===== src/hw/rtl/jbfd_pkg.sv =====
package jbfd_pkg;

  localparam int COUNT_BITS_DEFAULT = 10;

  localparam int MAX_LEN_BITS = 10;
  localparam int STALE_BITS   = 16;
  localparam int DEPTH_BITS   = 10;
  localparam int CFG_DATA_BITS = 16;
  localparam int CFG_INDEX_BITS = 1;

  localparam logic [MAX_LEN_BITS-1:0] MAX_LEN_RESET = 10'd175;
  localparam logic [STALE_BITS-1:0]   STALE_RESET   = 16'd100;

  localparam logic [CFG_INDEX_BITS-1:0] REG_MAX_FRAME_LEN = 1'd0;
  localparam logic [CFG_INDEX_BITS-1:0] REG_STALE_LIMIT   = 1'd1;

  localparam logic [7:0] CH_OPEN   = 8'h7B;
  localparam logic [7:0] CH_CLOSE  = 8'h7D;
  localparam logic [7:0] CH_QUOTE  = 8'h22;
  localparam logic [7:0] CH_BSLASH = 8'h5C;
  localparam logic [7:0] CH_SPACE  = 8'h20;
  localparam logic [7:0] CH_CR     = 8'h0D;
  localparam logic [7:0] CH_LF     = 8'h0A;

  localparam logic [DEPTH_BITS-1:0] DEPTH_MAX = '1;
  localparam logic [STALE_BITS-1:0] IDLE_MAX  = '1;

  localparam logic KIND_BYTE = 1'b0;
  localparam logic KIND_TICK = 1'b1;

  localparam logic [2:0] ST_SKIP   = 3'd0;
  localparam logic [2:0] ST_STORED = 3'd1;
  localparam logic [2:0] ST_END    = 3'd2;
  localparam logic [2:0] ST_OVER   = 3'd3;
  localparam logic [2:0] ST_STALE  = 3'd4;
  localparam logic [2:0] ST_IDLE   = 3'd5;

  typedef struct packed {
    logic [DEPTH_BITS-1:0] brace_depth;
    logic                  inside_string;
    logic                  escape_pending;
    logic [STALE_BITS-1:0] idle_ticks;
  } ctx_t;

  typedef struct packed {
    logic [2:0]              status;
    logic [7:0]              data_out;
    logic [MAX_LEN_BITS-1:0] frame_len;
  } result_t;

endpackage


===== src/hw/rtl/jbfd_cfg_regs.sv =====
module jbfd_cfg_regs #(
  parameter int COUNT_BITS = jbfd_pkg::COUNT_BITS_DEFAULT
) (
  input  logic                                clk,
  input  logic                                rst,
  input  logic                                cfg_we,
  input  logic [jbfd_pkg::CFG_INDEX_BITS-1:0] cfg_index,
  input  logic [jbfd_pkg::CFG_DATA_BITS-1:0]  cfg_data,
  output logic [COUNT_BITS-1:0]               count_limit,
  output logic [jbfd_pkg::STALE_BITS-1:0]     stale_limit
);

  localparam int W = (COUNT_BITS > jbfd_pkg::MAX_LEN_BITS) ? COUNT_BITS
                                                          : jbfd_pkg::MAX_LEN_BITS;

  logic [jbfd_pkg::MAX_LEN_BITS-1:0] max_frame_len;
  logic [W-1:0]                      len_w;
  logic [W-1:0]                      mask_w;

  always_ff @(posedge clk) begin
    if (rst) begin
      max_frame_len <= jbfd_pkg::MAX_LEN_RESET;
      stale_limit   <= jbfd_pkg::STALE_RESET;
    end else if (cfg_we) begin
      case (cfg_index)
        jbfd_pkg::REG_MAX_FRAME_LEN: max_frame_len <= cfg_data[jbfd_pkg::MAX_LEN_BITS-1:0];
        jbfd_pkg::REG_STALE_LIMIT:   stale_limit   <= cfg_data[jbfd_pkg::STALE_BITS-1:0];
        default: ;
      endcase
    end
  end

  // cap the length limit at what the byte counter can hold
  assign len_w       = W'(max_frame_len);
  assign mask_w      = W'((2 ** COUNT_BITS) - 1);
  assign count_limit = (len_w > mask_w) ? mask_w[COUNT_BITS-1:0] : len_w[COUNT_BITS-1:0];

endmodule


===== src/hw/rtl/jbfd_step.sv =====
module jbfd_step #(
  parameter int COUNT_BITS = jbfd_pkg::COUNT_BITS_DEFAULT
) (
  input  logic                            kind,
  input  logic [7:0]                      data_byte,
  input  logic [COUNT_BITS-1:0]           count_limit,
  input  logic [jbfd_pkg::STALE_BITS-1:0] stale_limit,
  input  logic [COUNT_BITS-1:0]           byte_count,
  input  jbfd_pkg::ctx_t                  ctx,
  output logic [COUNT_BITS-1:0]           byte_count_next,
  output jbfd_pkg::ctx_t                  ctx_next,
  output jbfd_pkg::result_t               result
);

  localparam int W = (COUNT_BITS > jbfd_pkg::MAX_LEN_BITS) ? COUNT_BITS
                                                          : jbfd_pkg::MAX_LEN_BITS;

  logic [COUNT_BITS-1:0]           count_inc;
  logic [jbfd_pkg::STALE_BITS-1:0] idle_inc;
  logic [W-1:0]                    count_w;
  logic [W-1:0]                    inc_w;
  logic                            is_space;

  assign count_inc = byte_count + COUNT_BITS'(1);
  assign count_w   = W'(byte_count);
  assign inc_w     = W'(count_inc);
  assign idle_inc  = (ctx.idle_ticks == jbfd_pkg::IDLE_MAX) ? ctx.idle_ticks
                                                           : ctx.idle_ticks + 16'd1;
  assign is_space  = (data_byte == jbfd_pkg::CH_SPACE) || (data_byte == jbfd_pkg::CH_CR) ||
                     (data_byte == jbfd_pkg::CH_LF);

  always_comb begin
    byte_count_next = byte_count;
    ctx_next        = ctx;
    result.status   = jbfd_pkg::ST_IDLE;
    result.data_out = 8'd0;
    result.frame_len = '0;
    if (kind == jbfd_pkg::KIND_TICK) begin
      ctx_next.idle_ticks = idle_inc;
      if ((byte_count != '0) && (idle_inc > stale_limit)) begin
        byte_count_next         = '0;
        ctx_next.brace_depth    = '0;
        ctx_next.inside_string  = 1'b0;
        ctx_next.escape_pending = 1'b0;
        result.status           = jbfd_pkg::ST_STALE;
      end else begin
        result.status    = jbfd_pkg::ST_IDLE;
        result.frame_len = count_w[jbfd_pkg::MAX_LEN_BITS-1:0];
      end
    end else begin
      ctx_next.idle_ticks = '0;
      if ((byte_count == '0) && is_space) begin
        result.status = jbfd_pkg::ST_SKIP;
      end else if (byte_count >= count_limit) begin
        byte_count_next         = '0;
        ctx_next.brace_depth    = '0;
        ctx_next.inside_string  = 1'b0;
        ctx_next.escape_pending = 1'b0;
        result.status           = jbfd_pkg::ST_OVER;
      end else begin
        byte_count_next  = count_inc;
        result.status    = jbfd_pkg::ST_STORED;
        result.data_out  = data_byte;
        result.frame_len = inc_w[jbfd_pkg::MAX_LEN_BITS-1:0];
        if (ctx.escape_pending) begin
          ctx_next.escape_pending = 1'b0;
        end else if (ctx.inside_string && (data_byte == jbfd_pkg::CH_BSLASH)) begin
          ctx_next.escape_pending = 1'b1;
        end else if (data_byte == jbfd_pkg::CH_QUOTE) begin
          ctx_next.inside_string = !ctx.inside_string;
        end else if (!ctx.inside_string && (data_byte == jbfd_pkg::CH_OPEN)) begin
          if (ctx.brace_depth != jbfd_pkg::DEPTH_MAX) begin
            ctx_next.brace_depth = ctx.brace_depth + 10'd1;
          end
        end else if (!ctx.inside_string && (data_byte == jbfd_pkg::CH_CLOSE) &&
                     (ctx.brace_depth != '0)) begin
          ctx_next.brace_depth = ctx.brace_depth - 10'd1;
          // closing the outermost brace ends the frame
          if (ctx.brace_depth == 10'd1) begin
            result.status   = jbfd_pkg::ST_END;
            byte_count_next = '0;
          end
        end
      end
    end
  end

endmodule


===== src/hw/rtl/json_brace_frame_detector_unit.sv =====
// Channel   Handshake                  Payload
// item      item_valid / item_stall    kind, data_byte
// result    result_valid / result_stall status, data_out, frame_len
// config    cfg_we (no handshake)      cfg_index, cfg_data
//
// One result per transaction; one transaction per cycle sustained while result_stall stays low.
// Each transaction passes the input register, then the state update and result register.
// The running frame state updates as an item moves into the result register.
// rst is synchronous; it empties both registers, clears the frame state and loads defaults.
// result_stall holds a valid result register and, once the input register is full,
// raises item_stall in the same cycle.
module json_brace_frame_detector_unit #(
  parameter int COUNT_BITS = jbfd_pkg::COUNT_BITS_DEFAULT
) (
  input  logic                                  clk,
  input  logic                                  rst,
  input  logic                                  cfg_we,
  input  logic [jbfd_pkg::CFG_INDEX_BITS-1:0]   cfg_index,
  input  logic [jbfd_pkg::CFG_DATA_BITS-1:0]    cfg_data,
  input  logic                                  item_valid,
  output logic                                  item_stall,
  input  logic                                  kind,
  input  logic [7:0]                            data_byte,
  output logic                                  result_valid,
  input  logic                                  result_stall,
  output logic [2:0]                            status,
  output logic [7:0]                            data_out,
  output logic [jbfd_pkg::MAX_LEN_BITS-1:0]     frame_len
);

  logic [COUNT_BITS-1:0]           count_limit;
  logic [jbfd_pkg::STALE_BITS-1:0] stale_limit;

  logic                            hold_valid;
  logic                            hold_kind;
  logic [7:0]                      hold_byte;

  logic [COUNT_BITS-1:0]           byte_count;
  logic [COUNT_BITS-1:0]           byte_count_next;
  jbfd_pkg::ctx_t                  ctx;
  jbfd_pkg::ctx_t                  ctx_next;
  jbfd_pkg::result_t               step_result;

  logic                            out_free;
  logic                            advance;

  jbfd_cfg_regs #(
    .COUNT_BITS(COUNT_BITS)
  ) u_cfg (
    .clk        (clk),
    .rst        (rst),
    .cfg_we     (cfg_we),
    .cfg_index  (cfg_index),
    .cfg_data   (cfg_data),
    .count_limit(count_limit),
    .stale_limit(stale_limit)
  );

  jbfd_step #(
    .COUNT_BITS(COUNT_BITS)
  ) u_step (
    .kind           (hold_kind),
    .data_byte      (hold_byte),
    .count_limit    (count_limit),
    .stale_limit    (stale_limit),
    .byte_count     (byte_count),
    .ctx            (ctx),
    .byte_count_next(byte_count_next),
    .ctx_next       (ctx_next),
    .result         (step_result)
  );

  assign out_free   = !result_valid || !result_stall;
  assign advance    = hold_valid && out_free;
  assign item_stall = hold_valid && !out_free;

  always_ff @(posedge clk) begin
    if (rst) begin
      hold_valid <= 1'b0;
    end else if (!item_stall) begin
      hold_valid <= item_valid;
    end
  end

  always_ff @(posedge clk) begin
    if (!item_stall && item_valid) begin
      hold_kind <= kind;
      hold_byte <= data_byte;
    end
  end

  always_ff @(posedge clk) begin
    if (rst) begin
      byte_count <= '0;
      ctx        <= '0;
    end else if (advance) begin
      byte_count <= byte_count_next;
      ctx        <= ctx_next;
    end
  end

  always_ff @(posedge clk) begin
    if (rst) begin
      result_valid <= 1'b0;
    end else if (out_free) begin
      result_valid <= hold_valid;
    end
  end

  always_ff @(posedge clk) begin
    if (advance) begin
      status    <= step_result.status;
      data_out  <= step_result.data_out;
      frame_len <= step_result.frame_len;
    end
  end

endmodule


===== config.mk =====
export PLATFORM = sky130hd
export DESIGN_NAME = json_brace_frame_detector_unit
export DESIGN_NICKNAME = d
export VERILOG_FILES = /design/src/hw/rtl/jbfd_pkg.sv /design/src/hw/rtl/jbfd_cfg_regs.sv /design/src/hw/rtl/jbfd_step.sv /design/src/hw/rtl/json_brace_frame_detector_unit.sv
export SDC_FILE = /design/constraint.sdc
export NUM_CORES = 1
export LEC_CHECK = 0
export BUFFER_PORTS_ARGS = -buffer_cell sky130_fd_sc_hd__buf_2
export CAP_MARGIN = 10
export CORE_ASPECT_RATIO = 1.2
export CORE_UTILIZATION = 61
export CTS_BUF_LIST = sky130_fd_sc_hd__clkbuf_2
export CTS_CLUSTER_SIZE = 16
export DETAILED_ROUTE_END_ITERATION = 16
export PLACE_DENSITY = 0.92
export SYNTH_ARGS = -nofsm -noshare
export SYNTH_HDL_FRONTEND = slang
export SYNTH_SLANG_ARGS = --single-unit

===== constraint.sdc =====
create_clock -name clk -period 4.1 [get_ports clk]
set_input_delay 0.205 -clock clk [delete_from_list [all_inputs] [get_ports clk]]
set_output_delay 0.205 -clock clk [all_outputs]
set_load 0.1 [all_outputs]

==> After elaboration in Yosys (flattened, before gate mapping) <==
Index checks and enable logic that the tools add are counted.
{ "word_totals": {"word_cells": 105, "input_bits": 31, "reg_bits": 96, "out_inout_bits": 23} }
{ "op_classes": {"n_lt_le_gt_ge": 3, "bitwise_logic": 1, "n_eq_ne": 16, "reduce_logical": 29, "add_sub_neg": 4, "muxes": 38} }
{ "ops": {"columns": ["cell", "n"], "rows": [
  ["$mux 10", 18],
  ["$mux 12", 3],
  ["$mux 28", 1],
  ["$eq 8x7->1 const B", 3],
  ["$mux 11", 2],
  ["$mux 3", 7],
  ["$add 10x1->10 const B", 2],
  ["$reduce_bool 10->1", 2],
  ["$add 16x1->16 const B", 1],
  ["$eq 16x16->1 const B", 1],
  ["$eq 8x4->1 const B", 2],
  ["$eq 8x6->1 const B", 2],
  ["$gt 16x16->1", 1],
  ["$mux 16", 1],
  ["$eq 10x1->1 const B", 1],
  ["$ge 10x10->1", 1],
  ["$gt 10x10->1 const B", 1],
  ["$logic_not 10->1", 1],
  ["$ne 10x10->1 const B", 1],
  ["$sub 10x1->10 const B", 1],
  ["$logic_and 1x1->1", 9],
  ["$ne 3x2->1 const B", 3],
  ["$reduce_and 8->1", 1],
  ["$reduce_and 2->1", 3],
  ["13 further kinds", 23]
]} }

==> Longest topological paths before layout <==
{ "logic_depth": {"depth_word": 11, "ltp_mapped": 16, "depth_no_buf": 14} }

==> Cells and area by module <==
Synthesis repeated with hierarchy kept, for this count alone.
{ "hier_totals": {"hier_cells": 744, "area_unflattened_um2": 6598.8} }
{ "by_module_without_submodules": {"columns": ["module", "seq_area_each_um2", "area_per_inst_um2", "n_inst", "cells_each"], "rows": [
  ["jbfd_step", 0.0, 2713.9, 1, 415],
  ["json_brace_frame_detector_unit", 1701.6, 2671.3, 1, 204],
  ["jbfd_cfg_regs", 520.5, 1213.7, 1, 125]
]} }

==> Least setup slack after synthesis <==
OpenSTA, ideal clock, no wires.
{ "synth_path": {"path_kind": "register -> register", "start": "reg ctx[2] (netlist name)", "end": "reg frame_len[2] (netlist bit) (data pin)", "path_buffers": 2, "t_required_ns": 3.844, "setup_slack_ns": 0.707, "arrival_time_ns": 3.137, "setup_ns": 0.256, "synth_period_minus_slack_ns": 3.393, "stages_incl_launch_ff": 14, "cell_sequence": "dfxtp_1 clkbuf_1 and4_1 nand4_1 nor2_1 and3_1 mux2_2 ha_1 nand4_1 a2111oi_0 o41a_1 clkbuf_1 o21ai_0 a22o_1"} }
{ "synth_lines": {"columns": ["item", "line", "text"], "rows": [
  ["end signal, assigned", "json_brace_frame_detector_unit.sv:114", "frame_len <= step_result.frame_len;"],
  ["end, declared", "json_brace_frame_detector_unit.sv:28", "output logic [jbfd_pkg::MAX_LEN_BITS-1:0] frame_len"]
]} }

==> Worst setup path after layout <==
{ "layout_path": {"start": "reg ctx[3] (netlist name)", "end": "reg ctx[25] (netlist name)"} }
{ "layout_via": {"elab_chain_cells": 6, "word_cells_on_any_way": 7} }
{ "layout_lines": {"columns": ["item", "line", "text"], "rows": [
  ["$add 16x1->16 or $eq 16x16->1 (tied branches)", "jbfd_step.sv:28, jbfd_step.sv:27", null],
  ["$mux 16 *", "jbfd_step.sv:27", "assign idle_inc = (ctx.idle_ticks == jbfd_pkg::IDLE_MAX) ? ctx.idle_ticks"],
  ["$gt 16x16->1 *", "jbfd_step.sv:40", "if ((byte_count != '0) && (idle_inc > stale_limit)) begin"],
  ["$logic_and 1x1->1 *", "jbfd_step.sv:40", null],
  ["$ne 2x1->1 (no source line) *", null, null],
  ["$reduce_and 8->1 (no source line) *", null, null]
]} }
Every way passes the cells marked *; elsewhere a longest branch is shown, timed or not.
A chain may end at the register's enable or synchronous reset.

==> results.py <==
metrics = {
    "synthesis": {
        "syn_area_per_cell_um2": 8.59,
        "synth_seq_cells": 96,
        "syn_inst": 619,
        "synth_warnings": 0,
        "yosys-top-cells-area": "dfxtp_1, edfxtp_1, ha_1, nand2_1, a21oi_1",
        "synth-xor-area-share": 0.0263,
        "synth_enable_flop_cells": 30,
        "yosys.area_share.adder": 0.0753,
        "synth_simple_gate_area_share": 0.249,
        "synthMuxAreaShare": 0.0120,
        "synthArstFlopShare": 0,
        "synth.largest_area_cell": "dfxtp_1",
        "synth_top_family_by_area": "simple AND/OR/NAND/NOR gates",
        "synth_compound_area_frac": 0.171,
        "synth-main-ff-cell": "dfxtp_1",
        "yosysMostFrequentCell": "nand2_1",
        "synth_area_mm2": 0.00532,
        "synth_commonest_cells": "nand2_1, dfxtp_1, a21oi_1, nor2_1, inv_1",
        "yosysSeqAreaShare": 0.418,
        "synthesis.nets": 682,
        "ys_types": 63,
        "synthDominantCellAreaShare": 0.248,
    },
    "sta": {
        "tns_ns": 0,
        "worst_slew_pin_slew_ns": 1.17,
        "worst_hold_slack_ns": 0.0162,
        "fin_crit_ns": 3.78,
        "fin_crit_sh": 0.923,
        "fmax_mhz": 264,
        "slew_violations": 0,
        "maxSlewHeadroom": 0.221,
        "skew_ns": 0.0376,
        "finalHoldViolations": 0,
        "rsz0062_at_grt": "false",
        "setup_viol": 0,
    },
    "finish": {
        "final_nets": 750,
        "final_cells": 806,
        "drive_above_1_share": 0.137,
        "multi_input_area_mm2": 0.00284,
        "nFillCells": 629,
        "syn_to_final_growth_pct": 13.6,
        "n_antenna_cell": 0,
        "regArea_mm2": 0.00222,
    },
    "detailed_routing": {
        "drc": 0,
        "vias": 4878,
        "ant_nets": 0,
        "drt_iter0_drc": 382,
        "vias_per_cell": 6.05,
        "wl_per_cell_um": 15.8,
        "drt_pass1_iterations": 6,
        "wirelength_um": 12700,
    },
    "placed_design": {
        "dpl.hpwl_um": 8800,
        "io_buffers": 53,
        "dp.cells": 760,
        "globalplace.congestion": 0.920,
    },
    "floorplanning": {
        "rows": 36,
        "initial_core_util": 0.642,
        "die_w_um": 87.2,
        "die_area_mm2": 0.00910,
        "core_area_mm2": 0.00829,
        "die_height_um": 104,
        "io_pins": 54,
    },
    "run_status": {
        "status": "finished, final reports clean",
    },
    "grt": {
        "use_met1": 0.325,
        "gr-usage-met3": 0.0429,
        "grt_pass1_vias": 4787,
        "grt_max_degree": 62,
        "busiest_layer": "met2",
        "grt_pass1_wl_um": 20900,
        "grt_usage": 0.291,
        "met2_usage": 0.518,
        "grt_antenna_before_repair": 0,
        "gr-total-overflow": 0,
    },
    "clock_tree": {
        "numCtsBuffers": 9,
        "clkSinkCount": 96,
        "clkLatencyLatePin_ns": 0.62,
        "h-tree-depth": 3,
        "cts_buffer_depth": 2,
        "cts_tree": "done",
        "root_buffer": "clkbuf_2",
        "path_clk_slew_ns": 0.28,
    },
    "worst_setup_path": {
        "cp-start-kind": "flip-flop",
        "critical_path_class": "reg -> reg",
        "cp_max_fo": 13,
        "cp-end-kind": "flip-flop",
        "timing.critical_path.required_ns": 4.63,
        "arrival_ns": 4.31,
    },
    "power": {
        "peakVddDrop_v": 0.000259,
        "leakage_uw": 0.00236,
        "p_per_area_mw_per_mm2": 292,
    },
    "run": {
        "max_cap_viol_count": 0,
    },
    "worst_hold_path": {
        "hold_class": "in -> reg",
    },
}
metal layers:
| metal | vias to the layer above | share of wire |
|---|---|---|
| li1 | 2345 | - |
| met1 | 2274 | 0.39 |
| met2 | 208 | 0.52 |
| met3 | 51 | 0.056 |
| met4 | 0 | 0.040 |
| met5 | - | 0 |
logic make-up (layout without fill, tap and decap cells):
family          count (synthesis)  after routing
compound gates                144            144
xor+xnor                       16             16
fa+ha+maj                      32             32
buf+inv                        64            137
flops                          96             96
mux                             6              6
simple gates                  261            261
power by group:
group	internal, uW	switching [uW]
combinational	77.9	174
sequential	1010	20.6
clock	143	335
flip-flops by register name, summed over array words and instances (netlist names), 3 cells and up:
signal and cells:
u_cfg.stale_limit 16, data_out 8, u_cfg.len_w 10, ctx 28, byte_count 10, status 3
hold_byte 8, frame_len 10
cell usage in the layout, fill, tap and decap left out, drive strengths merged, types with 24 or more instances in the layout:
cell,instances
nand3,24
inv,36
nand2,89
dlygate4sd3,30
o21ai,24
nor2,46
edfxtp,30
dfxtp,66
a21oi,59
ha,32
buf,56
timing repair:
action	4_1_cts	5_1_grt
gates resized for setup	0	2
hold buffers	30	0
endpoints found under the setup margin	0	13
endpoints found under the hold margin	37	0
buffers inserted	0	0
stage by stage:
stage	cell area [um2]	util	setup WS, ns	total power [uW]
2_1_floorplan	5320	-	0.707	1220
3_3_place_gp	5620	0.678	0.378	1270
3_5_place_dp	5620	0.678	0.168	1280
4_1_cts	6040	0.728	0.102	1760
5_1_grt	6040	0.729	0.0529	1830
6_report	6040	0.729	0.317	1760
critical path: stages (launching register included):
cell,delay [ns]
dfxtp_1,0.50
and4_1,0.29
nand4_1,0.16
nor2_1,0.28
and3_1,0.21
mux2_2,0.35
ha_1,0.32
a21oi_1,0.15
o211ai_1,0.14
o41a_2,0.66
nand2_2,0.27
nor2_1,0.09
a211oi_1,0.27
layout make-up:
type	count	share of cell area
multi-input combinational	459	0.470
clock buffer	9	0.00746
clock inverter	7	0.0116
sequential	96	0.368
timing repair buffer	86	0.0973
inverter	35	0.0217
tap	114	0.0236
final timing paths:
| check | start | to | slack (ns) | cells after the start |
|---|---|---|---|---|
| worst max-delay path | ctx[3] | ctx[25] | 0.32 | 12 |
| worst min-delay path | cfg_we | u_cfg.len_w[6] | 0.02 | 4 |
| worst max register to register | ctx[3] | ctx[25] | 0.32 | 12 |
| worst min register to register | u_cfg.stale_limit[3] | u_cfg.stale_limit[3] | 0.48 | 2 |
Power figures use the tool's default switching activity.
